<file path="src/rtl/modexp_pkg.sv">
// Shared types for the modular exponentiation block: request and result words,
// sequencer states and the status word of the shared modular multiplier.
// No dependencies.
`timescale 1ns / 1ps

package modexp_pkg;

  // Request word: operands of one exponentiation
  typedef struct packed {
    logic [31:0] base;
    logic [31:0] exponent;
    logic [31:0] modulus;
  } modexp_req_t;

  // Result word
  typedef struct packed {
    logic [31:0] power_result;
    logic        bad_modulus;
  } modexp_res_t;

  // Sequencer states of the top level
  typedef enum logic [1:0] {
    ST_IDLE,
    ST_REDUCE,
    ST_SQUARE,
    ST_MULT
  } modexp_state_t;

  // Status of the shared multiplier
  typedef struct packed {
    logic busy;
    logic done;
  } modexp_mul_stat_t;

endpackage

</file>
<file path="src/rtl/modexp_mulmod.sv">
// Bit-serial modular multiplier: x * y mod m by double-and-add, one bit of y per cycle.
// Depends on modexp_pkg for the status word.
`timescale 1ns / 1ps

module modexp_mulmod
  import modexp_pkg::*;
#(
  parameter int OPERAND_WIDTH = 32
) (
  input  logic                     clk,
  input  logic                     rst,
  input  logic                     go,
  input  logic [OPERAND_WIDTH-1:0] x,
  input  logic [OPERAND_WIDTH-1:0] y,
  input  logic [OPERAND_WIDTH-1:0] m,
  output logic [OPERAND_WIDTH-1:0] product,
  output modexp_mul_stat_t         stat
);

  localparam int W     = OPERAND_WIDTH;
  localparam int CNT_W = $clog2(W);

  logic             running;
  logic             done;
  logic [CNT_W-1:0] cnt;
  logic [W-1:0]     acc;
  logic [W-1:0]     x_r;
  logic [W-1:0]     y_r;
  logic [W-1:0]     m_r;
  logic [W-1:0]     acc_next;

  // One step: t = 2*acc + bit*x stays below 3m, so subtract m or 2m at most
  logic [W+2:0] t;
  logic [W+2:0] sub1;
  logic [W+2:0] sub2;

  always_comb begin
    t    = {2'b00, acc, 1'b0} + (y_r[W-1] ? {3'b000, x_r} : '0);
    sub1 = t - {3'b000, m_r};
    sub2 = t - {2'b00, m_r, 1'b0};
    if (!sub2[W+2]) begin
      acc_next = sub2[W-1:0];
    end else if (!sub1[W+2]) begin
      acc_next = sub1[W-1:0];
    end else begin
      acc_next = t[W-1:0];
    end
  end

  // Control: step counter and completion pulse
  always_ff @(posedge clk) begin
    if (rst) begin
      running <= 1'b0;
      done    <= 1'b0;
      cnt     <= '0;
    end else begin
      done <= 1'b0;
      if (go) begin
        running <= 1'b1;
        cnt     <= CNT_W'(W - 1);
      end else if (running) begin
        if (cnt == '0) begin
          running <= 1'b0;
          done    <= 1'b1;
        end else begin
          cnt <= cnt - 1'b1;
        end
      end
    end
  end

  // Datapath: operands latched at go, y shifted out MSB first
  always_ff @(posedge clk) begin
    if (go) begin
      x_r <= x;
      y_r <= y;
      m_r <= m;
      acc <= '0;
    end else if (running) begin
      acc <= acc_next;
      y_r <= {y_r[W-2:0], 1'b0};
    end
  end

  assign product   = acc;
  assign stat.busy = running;
  assign stat.done = done;

  // Running remainder never reaches the modulus
  a_acc_reduced: assert property (@(posedge clk) disable iff (rst)
    running |-> (acc < m_r))
    else $error("mulmod accumulator not reduced");

  // Completion pulse follows the last step
  a_done_after_run: assert property (@(posedge clk) disable iff (rst)
    done |-> $past(running) && !running)
    else $error("mulmod done without a finished run");

  // A new operation never starts over a running one
  a_go_idle: assert property (@(posedge clk) disable iff (rst)
    go |-> !running)
    else $error("mulmod restarted while running");

endmodule

</file>
<file path="src/rtl/modular_exponentiation.sv">
// Modular exponentiation top level: square-and-multiply sequencer around one shared
// bit-serial modular multiplier (modexp_mulmod). Depends on modexp_pkg.
//
//  channel   ports                   handshake
//  --------  ----------------------  -----------------------------------------
//  request   request (modexp_req_t)  word taken when start is high, busy low
//  result    result (modexp_res_t)   word valid for the one cycle done is high
//
// Every modular multiplication runs in the shared multiplier. With W = OPERAND_WIDTH,
// an item runs one base reduction, W squarings and one multiply per set exponent
// bit. A zero modulus is answered in the cycle after accept.
// Reset clears the sequencer and the strobe. The receiver cannot stall: done is a
// one-cycle pulse, and a new start may be taken in that same cycle.
`timescale 1ns / 1ps

module modular_exponentiation
  import modexp_pkg::*;
#(
  parameter int OPERAND_WIDTH = 32
) (
  input  logic        clk,
  input  logic        rst,
  input  logic        start,
  input  modexp_req_t request,
  output logic        busy,
  output logic        done,
  output modexp_res_t result
);

  localparam int W     = OPERAND_WIDTH;
  localparam int CNT_W = $clog2(W);

  modexp_state_t    st, st_next;
  logic             launch, launch_next;
  logic             done_next;
  modexp_res_t      result_next;
  logic [W-1:0]     base_r, base_next;
  logic [W-1:0]     exp_r, exp_next;
  logic [W-1:0]     mod_r, mod_next;
  logic [W-1:0]     acc_r, acc_next;
  logic [CNT_W-1:0] bit_cnt, bit_cnt_next;

  logic [W-1:0]     mul_x;
  logic [W-1:0]     mul_y;
  logic [W-1:0]     mul_p;
  modexp_mul_stat_t mul_stat;

  // Operand fields cut or zero-extended to the datapath width
  logic [W+31:0] base_ext;
  logic [W+31:0] exp_ext;
  logic [W+31:0] mod_ext;
  logic [W+31:0] acc_ext;

  assign base_ext = {{W{1'b0}}, request.base};
  assign exp_ext  = {{W{1'b0}}, request.exponent};
  assign mod_ext  = {{W{1'b0}}, request.modulus};
  // final product of the last multiplication, sized to the result field
  assign acc_ext  = {32'd0, mul_p};

  // Multiplier operands by phase
  always_comb begin
    unique case (st)
      ST_REDUCE: begin
        mul_x = W'(1);
        mul_y = base_r;
      end
      ST_SQUARE: begin
        mul_x = acc_r;
        mul_y = acc_r;
      end
      default: begin
        mul_x = acc_r;
        mul_y = base_r;
      end
    endcase
  end

  modexp_mulmod #(
    .OPERAND_WIDTH(OPERAND_WIDTH)
  ) u_mulmod (
    .clk     (clk),
    .rst     (rst),
    .go      (launch),
    .x       (mul_x),
    .y       (mul_y),
    .m       (mod_r),
    .product (mul_p),
    .stat    (mul_stat)
  );

  // Sequencer: next state and datapath updates
  always_comb begin
    logic next_bit;
    next_bit     = 1'b0;
    st_next      = st;
    launch_next  = 1'b0;
    done_next    = 1'b0;
    result_next  = result;
    base_next    = base_r;
    exp_next     = exp_r;
    mod_next     = mod_r;
    acc_next     = acc_r;
    bit_cnt_next = bit_cnt;

    unique case (st)
      ST_IDLE: begin
        if (start) begin
          base_next = base_ext[W-1:0];
          exp_next  = exp_ext[W-1:0];
          mod_next  = mod_ext[W-1:0];
          if (mod_ext[W-1:0] == '0) begin
            result_next.power_result = '0;
            result_next.bad_modulus  = 1'b1;
            done_next                = 1'b1;
          end else begin
            st_next     = ST_REDUCE;
            launch_next = 1'b1;
          end
        end
      end
      ST_REDUCE: begin
        if (mul_stat.done) begin
          base_next    = mul_p;
          acc_next     = (mod_r == W'(1)) ? '0 : W'(1);
          bit_cnt_next = CNT_W'(W - 1);
          st_next      = ST_SQUARE;
          launch_next  = 1'b1;
        end
      end
      ST_SQUARE: begin
        if (mul_stat.done) begin
          acc_next = mul_p;
          if (exp_r[W-1]) begin
            st_next     = ST_MULT;
            launch_next = 1'b1;
          end else begin
            next_bit = 1'b1;
          end
        end
      end
      ST_MULT: begin
        if (mul_stat.done) begin
          acc_next = mul_p;
          next_bit = 1'b1;
        end
      end
      default: begin
        st_next = ST_IDLE;
      end
    endcase

    // Advance to the next exponent bit or finish
    if (next_bit) begin
      exp_next = {exp_r[W-2:0], 1'b0};
      if (bit_cnt == '0) begin
        st_next                  = ST_IDLE;
        result_next.power_result = acc_ext[31:0];
        result_next.bad_modulus  = 1'b0;
        done_next                = 1'b1;
      end else begin
        bit_cnt_next = bit_cnt - 1'b1;
        st_next      = ST_SQUARE;
        launch_next  = 1'b1;
      end
    end
  end

  // Control registers
  always_ff @(posedge clk) begin
    if (rst) begin
      st     <= ST_IDLE;
      launch <= 1'b0;
      done   <= 1'b0;
    end else begin
      st     <= st_next;
      launch <= launch_next;
      done   <= done_next;
    end
  end

  // Payload registers
  always_ff @(posedge clk) begin
    result  <= result_next;
    base_r  <= base_next;
    exp_r   <= exp_next;
    mod_r   <= mod_next;
    acc_r   <= acc_next;
    bit_cnt <= bit_cnt_next;
  end

  assign busy = (st != ST_IDLE);

  // An error word carries a zero result
  a_err_zero: assert property (@(posedge clk) disable iff (rst)
    (done && result.bad_modulus) |-> (result.power_result == '0))
    else $error("bad modulus word with nonzero result");

  // A good result is reduced by its modulus
  a_res_reduced: assert property (@(posedge clk) disable iff (rst)
    (done && !result.bad_modulus) |-> (acc_r < mod_r))
    else $error("result not reduced");

  // The multiplier is only launched while it is idle and the sequencer is busy
  a_launch_idle: assert property (@(posedge clk) disable iff (rst)
    launch |-> (!mul_stat.busy && busy))
    else $error("multiplier launched while running");

endmodule
</file>
<file path="config.mk">
export PLATFORM = sky130hd
export DESIGN_NAME = modular_exponentiation
export DESIGN_NICKNAME = d
export VERILOG_FILES = /design/src/rtl/modexp_pkg.sv /design/src/rtl/modexp_mulmod.sv /design/src/rtl/modular_exponentiation.sv
export SDC_FILE = /design/constraint.sdc
export NUM_CORES = 1
export LEC_CHECK = 0
export ABC_CLOCK_PERIOD_IN_PS = 11100
export BUFFER_PORTS_ARGS = -buffer_cell sky130_fd_sc_hd__buf_2
export CORE_ASPECT_RATIO = 1.75
export CORE_UTILIZATION = 60
export DETAILED_ROUTE_END_ITERATION = 7
export PLACE_DENSITY_LB_ADDON = 0.05
export SLEW_MARGIN = 15
export SYNTH_ARGS = -nofsm -noshare
export SYNTH_HDL_FRONTEND = slang
export SYNTH_SLANG_ARGS = --single-unit
</file>
<file path="constraint.sdc">
create_clock -name clk -period 11.1 [get_ports clk]
set_clock_uncertainty 0.1 [all_clocks]
set_input_delay 0.555 -clock clk [delete_from_list [all_inputs] [get_ports clk]]
set_output_delay 0.555 -clock clk [all_outputs]
set_load 0.03 [all_outputs]
</file>
==> impl_metrics.tcl, run 1 <==
set metrics [dict create \
    slowest_stage "o21a_1" \
    power_density_mw_per_mm2 348 \
    fin_area_mm2 0.0194 \
    ys.flop_type "edfxtp_1" \
    drc 0 \
    irDropWorstVdd_mv 0.196 \
    syn_area_per_cell_um2 9.92 \
    hold_path.class "input port to register" \
    fin_nets 2067 \
    num_antenna_cells 0 \
    gr-usage-all-layers_pct 29.5 \
    power.total_mw 6.77 \
    gp_congestion 0.922 \
    synth_cell_types 82 \
    status "completed" \
    cp-end-kind "register" \
    synth-seq-cells 305 \
    synth_edf_count 223 \
    rsz0062_at_grt "false" \
    clk-insertion-delay-late_ps 570 \
    yosysWarnings 0 \
    crit_type "register to register" \
    fmax_ghz 0.162 \
    drive_gt1_share_pct 14.0 \
    drt-total-wl_um 43600 \
    port-buffer-count 133 \
    syn_to_final_growth_pct 11.7 \
    drt_pass1_iterations 5 \
    seq_area_frac_synth_pct 47.9 \
    grt_pass1_vias 12900 \
    die_w_um 131 \
    cts_resized 0 \
    htree_levels 1 \
    core_mm2 0.0285 \
    syn_inst 1754 \
    num_vias 13500 \
    avgViaCountPerCell 5.96 \
    cts-buffers-inserted 28 \
    cts.path.max_buffers 3 \
    hold_buffers 0 \
    root_buffer "clkbuf_16" \
    syn-num-nets 1959 \
    ant_nets 0 \
    clock-sinks 305 \
    hpwl_um 32300 \
    overflow 0 \
    tns_ps 0 \
    cts_setup_buffers 0 \
    die_area_mm2 0.0297 \
    setup_slack_ps 4930 \
    tightestPinTransition_ps 1140 \
    layout_common_cells "edfxtp_1 (223), nand2_1 (209), a21oi_1 (143), nor2_1 (141), buf_2 (133)" \
    synth.area.top_cells "edfxtp_1 (39%), dfxtp_1 (9.4%), ha_1 (7.4%), nand2_1 (4.5%), a21oi_1 (4.2%)" \
    hold_viol_final 0 \
    min_period_over_period_pct 55.6 \
    synth_top_cell_by_area "edfxtp_1" \
    cp_cell_sequence "buf_4 > and2_1 > ha_1 > inv_1 > fa_1 > nand2b_1 > a21oi_1 > o21ai_1 > o21ai_2 > a211oi_1 > o21bai_1 > a21oi_1 > xnor2_1 > ha_1 > and3_1 > and2_1 > a31oi_1 > nand3_1 > nor2_1 > o21a_1 > o21a_1 > nand2_1 > o22ai_1 > a21o_1" \
    startpoint_type "register" \
    initial_core_util_pct 61.0 \
    leakagePower_nw 7.94 \
    finalMaxSlewViolations 0 \
    cp_max_fo 32 \
    dpl-instance-area_mm2 0.0184 \
    yosysTopAreaCellShare_pct 38.5 \
    grt_pass1_wl_um 67100 \
    cp.arrival_ps 6570 \
    drt_iter0_markers 844 \
    rows 82 \
    async_reset_ff_share_pct 0 \
    die_h_um 227 \
    setup_viol 0 \
    cp.required_ps 11500 \
    fin_util_pct 68.1 \
    cap_violations 0 \
    clk_pin_slew_ps 70 \
    grt_max_degree 71 \
    antenna_found_initial 0 \
    dp_worst_setup_slack_ps 5010 \
    cts_tree "done" \
    synth_area_mm2 0.0174 \
    fin_crit_ps 6170 \
    max_stage_delay_ps 620 \
    relSlewSlack_pct 23.9 \
    fillerInstances 2306 \
    io_pins 134 \
    final_common_cell "edfxtp_1" \
    wire_per_inst_um 19.3 \
]
## cells in the mapped netlist, types with 31 or more instances
library cell and count:
inv_1 65, edfxtp_1 223, dfxtp_1 82, nand3_1 57
nor2b_1 72, nor3_1 31, mux2i_1 44, o21ai_0 84
nor2_1 142, nand2_1 209, mux2_2 33, a21o_1 33
clkbuf_1 54, and2_1 34, xnor2_1 55, ha_1 103
a21oi_1 145
## layer usage
layer | global-route usage (%) | wire (µm)
met1 | 35.6 | 18100
met2 | 53.6 | 22400
met3 | 2.56 | 1720
met4 | 11.2 | 1450
met5 | 0 | 0
## worst max-delay path, delay by kind of cell (launching register included)
kind | cells | cell delay, ps
fa+ha+maj | 3 | 930
simple gates | 7 | 1590
compound gates | 11 | 2440
flops | 1 | 330
buf+inv | 2 | 320
xor+xnor | 1 | 370
## area by class of cell
class / count / area, µm² / share of cell area [%]
Sequential cell: 305 / 8340 / 42.9
Inverter: 67 / 251 / 1.29
Tap cell: 378 / 473 / 2.43
Clock buffer: 32 / 737 / 3.79
Timing Repair Buffer: 153 / 816 / 4.20
Multi-Input combinational cell: 1307 / 8520 / 43.8
Clock inverter: 20 / 292 / 1.50
## through the flow
stage	std cells	hold WS [ps]
after CTS	2262	68.0
final	2262	84.9
after floorplan	1754	318
after global placement	2210	324
after global routing	2262	73.1
after detailed placement	2210	333
## worst paths after layout
kind | start | depth (start not counted) | slack (ps) | endpoint
setup / recovery | u_mulmod.y_r[31] | 24 | 4930 | u_mulmod.product[7]
hold reg to reg | mod_r[26] | 0 | 340 | u_mulmod.m_r[26]
hold / removal | request[11] | 1 | 80 | mod_r[11]
setup reg to reg | u_mulmod.y_r[31] | 24 | 4930 | u_mulmod.product[7]
## kinds of logic (layout without fill, tap and decap cells)
logic type	after synthesis	after routing	synth area share (%)
muxes	79	79	4.80
and+or+nand+nor	619	619	16.8
adders and majority gates	106	106	7.76
xor gates and xnor gates	80	80	4.03
DFF	305	305	47.9
AOI/OAI and AO/OA	423	423	15.4
buffers and inverters	142	272	3.29
## registers in the layout, summed over array words and instances, names as in the netlist
register	flops
u_mulmod.product	32
launch	1
u_mulmod.y_r	32
st	2
u_mulmod.m_r	32
u_mulmod.cnt	5
mod_r	32
u_mulmod.x_r	32
bit_cnt	5
exp_r	32
u_mulmod.running	1
u_mulmod.done	1
done	1
result	33
acc_r	32
base_r	32
## report_power, final
part | internal [mW] | switching, mW | total [mW] | leakage (nW)
clock network | 0.642 | 0.440 | 1.08 | 0.496
registers | 1.71 | 0.211 | 1.92 | 2.80
logic | 1.44 | 2.32 | 3.76 | 4.64
total | 3.80 | 2.97 | 6.77 | 7.94
Note: power is estimated with default switching activity, not from simulation.
==> inputs of run 2 (changes only) <==
--- a/config.mk
+++ b/config.mk
@@ -5,7 +5,7 @@
 export SDC_FILE = /design/constraint.sdc
 export NUM_CORES = 1
 export LEC_CHECK = 0
-export ABC_CLOCK_PERIOD_IN_PS = 11100
+export ABC_CLOCK_PERIOD_IN_PS = 6300
 export BUFFER_PORTS_ARGS = -buffer_cell sky130_fd_sc_hd__buf_2
 export CORE_ASPECT_RATIO = 1.75
 export CORE_UTILIZATION = 60
==> constraint.sdc (replaced) <==
create_clock -name clk -period 6.3 [get_ports clk]
set_clock_uncertainty 0.1 [all_clocks]
set_input_delay 0.315 -clock clk [delete_from_list [all_inputs] [get_ports clk]]
set_output_delay 0.315 -clock clk [all_outputs]
set_load 0.03 [all_outputs]
==> impl_metrics.tcl, run 2 (synthesis gave the netlist of run 1 again) <==
set metrics [dict create \
    root_buffer "clkbuf_16" \
    die_h_um 227 \
    crit_type "register to register" \
    ant_nets 0 \
    gp_congestion 0.904 \
    clk_pin_slew_ps 70 \
    irDropWorstVdd_mv 0.352 \
    hold_slack_ps 66.4 \
    tightestPinTransition_ps 1170 \
    core_mm2 0.0285 \
    dpl-instance-area_mm2 0.0185 \
    leakagePower_nw 8.36 \
    fin_nets 2172 \
    grt_pass1_wl_um 73000 \
    gr-usage-all-layers_pct 32.0 \
    grt_pass1_vias 14000 \
    drive_gt1_share_pct 13.6 \
    hpwl_um 32800 \
    num_vias 14200 \
    relSlewSlack_pct 22.1 \
    cap_violations 0 \
    cts-buffers-inserted 28 \
    tns_ps 0 \
    r2r_cells 22 \
    hold_path.class "input port to register" \
    highest_layer "met4" \
    drt-total-wl_um 46900 \
    hold_viol_final 0 \
    drc 0 \
    num_antenna_cells 0 \
    wire_per_inst_um 19.8 \
    clk-insertion-delay-late_ps 570 \
    wl_met1_um 18800 \
    initial_core_util_pct 61.0 \
    cp.arrival_ps 6380 \
    port-buffer-count 133 \
    status "completed" \
    grt_max_degree 114 \
    power.total_mw 12.1 \
    syn_to_final_growth_pct 17.5 \
    cp.required_ps 6710 \
    cp-end-kind "register" \
    cp_max_fo 14 \
    dr_wl_met2_um 24100 \
    rsz0062_at_grt "false" \
    setup_viol 0 \
    min_period_over_period_pct 94.8 \
    whs_path_depth 4 \
    die_area_mm2 0.0297 \
    avgViaCountPerCell 5.98 \
    fin_area_mm2 0.0204 \
    die_w_um 131 \
    rows 82 \
    fin_crit_ps 5970 \
    regMostFlops "result" \
    fillerInstances 2101 \
    drt_iter0_markers 1005 \
    cts.path.max_buffers 3 \
    wl_met3_um 2240 \
    finalMaxSlewViolations 0 \
    startpoint_type "register" \
    fmax_ghz 0.167 \
    cts_tree "done" \
    antenna_found_initial 0 \
    io_pins 134 \
    drt_pass1_iterations 5 \
    largest_reg_flops 33 \
    htree_levels 1 \
    clock-sinks 305 \
    layout_common_cells "edfxtp_1 (223), nand2_1 (209), a21oi_1 (143), nor2_1 (141), buf_2 (133)" \
    setup_slack_ps 327 \
    final_common_cell "edfxtp_1" \
    overflow 0 \
    power_density_mw_per_mm2 590 \
    dp_worst_setup_slack_ps 340 \
]
run 2: cell count changes in the layout (fill, tap and decap cells not counted), sizes merged:
cell	before	now
dlygate4sd3	0	97
buf	153	161
clkbuf	32	40
bufinv	7	3
clkinv	8	5
clkinvlp	3	2
run 2: cell type report:
class                   count  area [µm²]  area share (%)
repair buffers            258        1880            9.22
inverters                  67         251            1.23
clock inverters            12         153           0.747
well taps                 378         473            2.32
flip-flops and latches    305        8340            40.8
multi-input cells        1307        8520            41.7
clock buffers              40         807            3.95
run 2: per-layer routing:
layer | track usage, % | vias up
li1 | - | 6781
met4 | 13.0 | 0
met2 | 58.0 | 499
met5 | 0 | -
met1 | 38.2 | 6772
met3 | 3.06 | 98
run 2: through the flow:
step	instances	util, %
CTS	2364	71.5
global placement	2215	64.7
finish	2367	71.6
detailed placement	2215	64.7
global route	2367	71.6
floorplan	1754	-
run 2: power breakdown:
group	internal, mW	total (mW)	switching, mW
clock	1.02	1.78	0.762
sequential	3.02	3.41	0.386
combinational	2.71	6.87	4.15
total	6.75	12.1	5.30
run 2: timing repair:
action,4_1_cts,5_1_grt
setup buffers,0,3
endpoints found under the setup margin,0,6
gates resized for setup,0,1
endpoints found under the hold margin,107,0
hold buffers,97,0
run 2: worst paths after layout:
kind | startpoint | to | slack [ps]
worst max register to register | u_mulmod.y_r[31] | u_mulmod.product[7] | 330
worst min-delay path | start | exp_r[0] | 70
worst max-delay path | u_mulmod.y_r[31] | u_mulmod.product[7] | 330
worst min register to register | mod_r[8] | u_mulmod.m_r[8] | 350
run 2: worst max-delay path, stage by stage, from the launching register on:
cell	delay, ps
edfxtp_1	500
and2_1	190
ha_1	190
inv_1	70
fa_1	400
nand2b_1	190
a21oi_1	190
o21ai_1	140
o21ai_2	330
a211oi_1	170
o21ai_0	220
xor2_1	350
ha_1	360
and3_1	230
and2_1	190
a31oi_1	170
nand3_1	90
nor2_1	320
o21a_1	290
o21a_1	310
nand2_1	440
o22ai_1	380
a21o_1	110
==> inputs of run 3 (changes only) <==
--- a/config.mk
+++ b/config.mk
@@ -7,8 +7,9 @@
 export LEC_CHECK = 0
 export ABC_CLOCK_PERIOD_IN_PS = 6300
 export BUFFER_PORTS_ARGS = -buffer_cell sky130_fd_sc_hd__buf_2
+export CAP_MARGIN = 5
 export CORE_ASPECT_RATIO = 1.75
-export CORE_UTILIZATION = 60
+export CORE_UTILIZATION = 23
 export DETAILED_ROUTE_END_ITERATION = 7
 export PLACE_DENSITY_LB_ADDON = 0.05
 export SLEW_MARGIN = 15
==> impl_metrics.tcl, run 3 (synthesis gave the netlist of run 1 again) <==
set metrics [dict create \
    slowest_stage "edfxtp_1" \
    cp_cell_sequence "buf_4 > nand2_1 > inv_1 > ha_1 > a211oi_1 > o211ai_1 > a21o_2 > o211a_1 > o31ai_1 > nor2b_1 > o21ai_0 > a21boi_0 > ha_1 > a21o_1 > a21o_1 > a21o_1 > a21oi_1 > o311ai_1 > a211oi_4 > buf_4 > buf_12 > mux2i_1 > nor2_1 > a211o_1" \
    cp.arrival_ps 6240 \
    cts.path.max_buffers 3 \
    path_delay_family "compound AO/OA/AOI/OAI gates" \
    num_vias 13600 \
    initial_core_util_pct 23.2 \
    ant_nets 0 \
    combinationalPowerShare_pct 55.8 \
    final_common_cell "edfxtp_1" \
    fin_nets 2194 \
    fillerInstances 7925 \
    fin_crit_ps 5890 \
    clk_pin_slew_ps 60 \
    wire_per_inst_um 18.7 \
    dpl-instance-area_mm2 0.0194 \
    gr-usage-all-layers_pct 14.9 \
    cts-buffers-inserted 37 \
    grt_max_degree 109 \
    cp_max_fo 36 \
    fin_area_mm2 0.0216 \
    drt-total-wl_um 56500 \
    tns_ps 0 \
    tightestPinTransition_ps 1070 \
    drt_pass1_iterations 5 \
    whs_path_depth 4 \
    rows 133 \
    startpoint_type "register" \
    fmax_ghz 0.170 \
    clk-insertion-delay-late_ps 560 \
    cap_violations 0 \
    max_stage_delay_ps 480 \
    regMostFlops "result" \
    overflow 0 \
    p_clk_share_pct 17.3 \
    clock-sinks 305 \
    layout_common_cells "edfxtp_1 (223), nand2_1 (209), a21oi_1 (142), nor2_1 (141), buf_2 (133)" \
    die_area_mm2 0.0768 \
    drive_gt1_share_pct 15.0 \
    syn_to_final_growth_pct 24.4 \
    dp.cells 2864 \
    avgViaCountPerCell 4.50 \
    instances_no_fill 3028 \
    hpwl_um 42000 \
    cp_common_cell "a21o_1" \
    cts_tree "done" \
    port-buffer-count 133 \
    rsz0062_at_grt "false" \
    irDropWorstVdd_mv 0.266 \
    num_antenna_cells 0 \
    cp-end-kind "register" \
    root_buffer "clkbuf_16" \
    die_w_um 210 \
    largest_reg_flops 33 \
    crit_type "register to register" \
    hold_viol_final 0 \
    switching_share_pct 44.4 \
    switchingPower_mw 5.66 \
    p_int_mw 7.10 \
    core_mm2 0.0751 \
    relSlewSlack_pct 28.5 \
    cp.required_ps 6650 \
    grt_pass1_wl_um 87600 \
    worst-path-buf-inv 4 \
    hold_path.class "input port to register" \
    leakagePower_nw 8.57 \
    power_density_mw_per_mm2 590 \
    setup_viol 0 \
    antenna_found_initial 0 \
    drt_iter0_markers 571 \
    path_depth 24 \
    finalMaxSlewViolations 0 \
    grt_pass1_vias 14500 \
    status "completed" \
    gp_congestion 0.820 \
    seqPwrFrac_pct 26.9 \
    htree_levels 2 \
    io_pins 134 \
    r2r_cells 24 \
    min_period_over_period_pct 93.6 \
    die_h_um 366 \
    drc 0 \
]
-- run 3: power groups by stage --
stage / Sequential [mW] / Combinational, mW / Clock, mW
floorplan: 3.28 / 5.05 / 0
CTS: 3.46 / 7.18 / 2.32
detailed placement: 3.48 / 7.10 / 0
global placement: 3.50 / 7.15 / 0
finish: 3.43 / 7.12 / 2.21
global route: 3.53 / 7.92 / 2.37
-- run 3: timing repair --
action | 4_1_cts | 5_1_grt
buffers inserted | 0 | 1
endpoints found under the setup margin | 0 | 13
hold buffers | 97 | 0
hold endpoints to repair | 106 | 0
gates resized for setup | 0 | 5
-- run 3: per-layer routing --
metal / wire [µm] / part of all wire [%] / GRT usage [%]
met5: 0 / 0 / 0
met4: 1550 / 2.7 / 4.80
met3: 1670 / 3.0 / 2.01
met2: 29100 / 51 / 27.3
met1: 24200 / 43 / 17.8
-- run 3: cell type report --
| type | instances | area [µm²] | area share (%) |
|---|---|---|---|
| inverters | 67 | 251 | 1.16 |
| well taps | 1012 | 1270 | 5.85 |
| flip-flops and latches | 305 | 8340 | 38.5 |
| repair buffers | 271 | 1990 | 9.22 |
| multi-input cells | 1307 | 8560 | 39.6 |
| clock buffers | 52 | 1070 | 4.97 |
| clock inverters | 14 | 148 | 0.682 |
-- run 3: stage by stage --
| stage | worst slack (ps) | total power [mW] | hold slack (ps) | util, % |
|---|---|---|---|---|
| 2_1_floorplan | 1460 | 8.33 | 294 | - |
| 3_3_place_gp | 276 | 10.7 | 336 | 25.9 |
| 3_5_place_dp | 218 | 10.6 | 337 | 25.9 |
| 4_1_cts | 178 | 13.0 | 61.9 | 28.8 |
| 5_1_grt | 21.4 | 13.8 | 138 | 28.8 |
| 6_report | 406 | 12.8 | 87.2 | 28.8 |
-- run 3: worst paths after layout --
path	slack (ps)	from	endpoint
min reg2reg	350	result[25]	result[25]
max	410	u_mulmod.y_r[31]	u_mulmod.product[14]
min	90	start	exp_r[0]
max reg2reg	410	u_mulmod.y_r[31]	u_mulmod.product[14]
-- run 3: worst register-to-register path: stages, from the launching register on --
cell      delay, ps
edfxtp_1        480
buf_4           230
nand2_1         110
inv_1            50
ha_1            290
a211oi_1        260
o211ai_1        190
a21o_2          280
o211a_1         270
o31ai_1         370
nor2b_1          90
o21ai_0         190
a21boi_0        250
ha_1            430
a21o_1          180
a21o_1          200
a21o_1          180
a21oi_1         170
o311ai_1        200
a211oi_4        290
buf_4           190
buf_12          190
mux2i_1         260
nor2_1           60
a211o_1         260
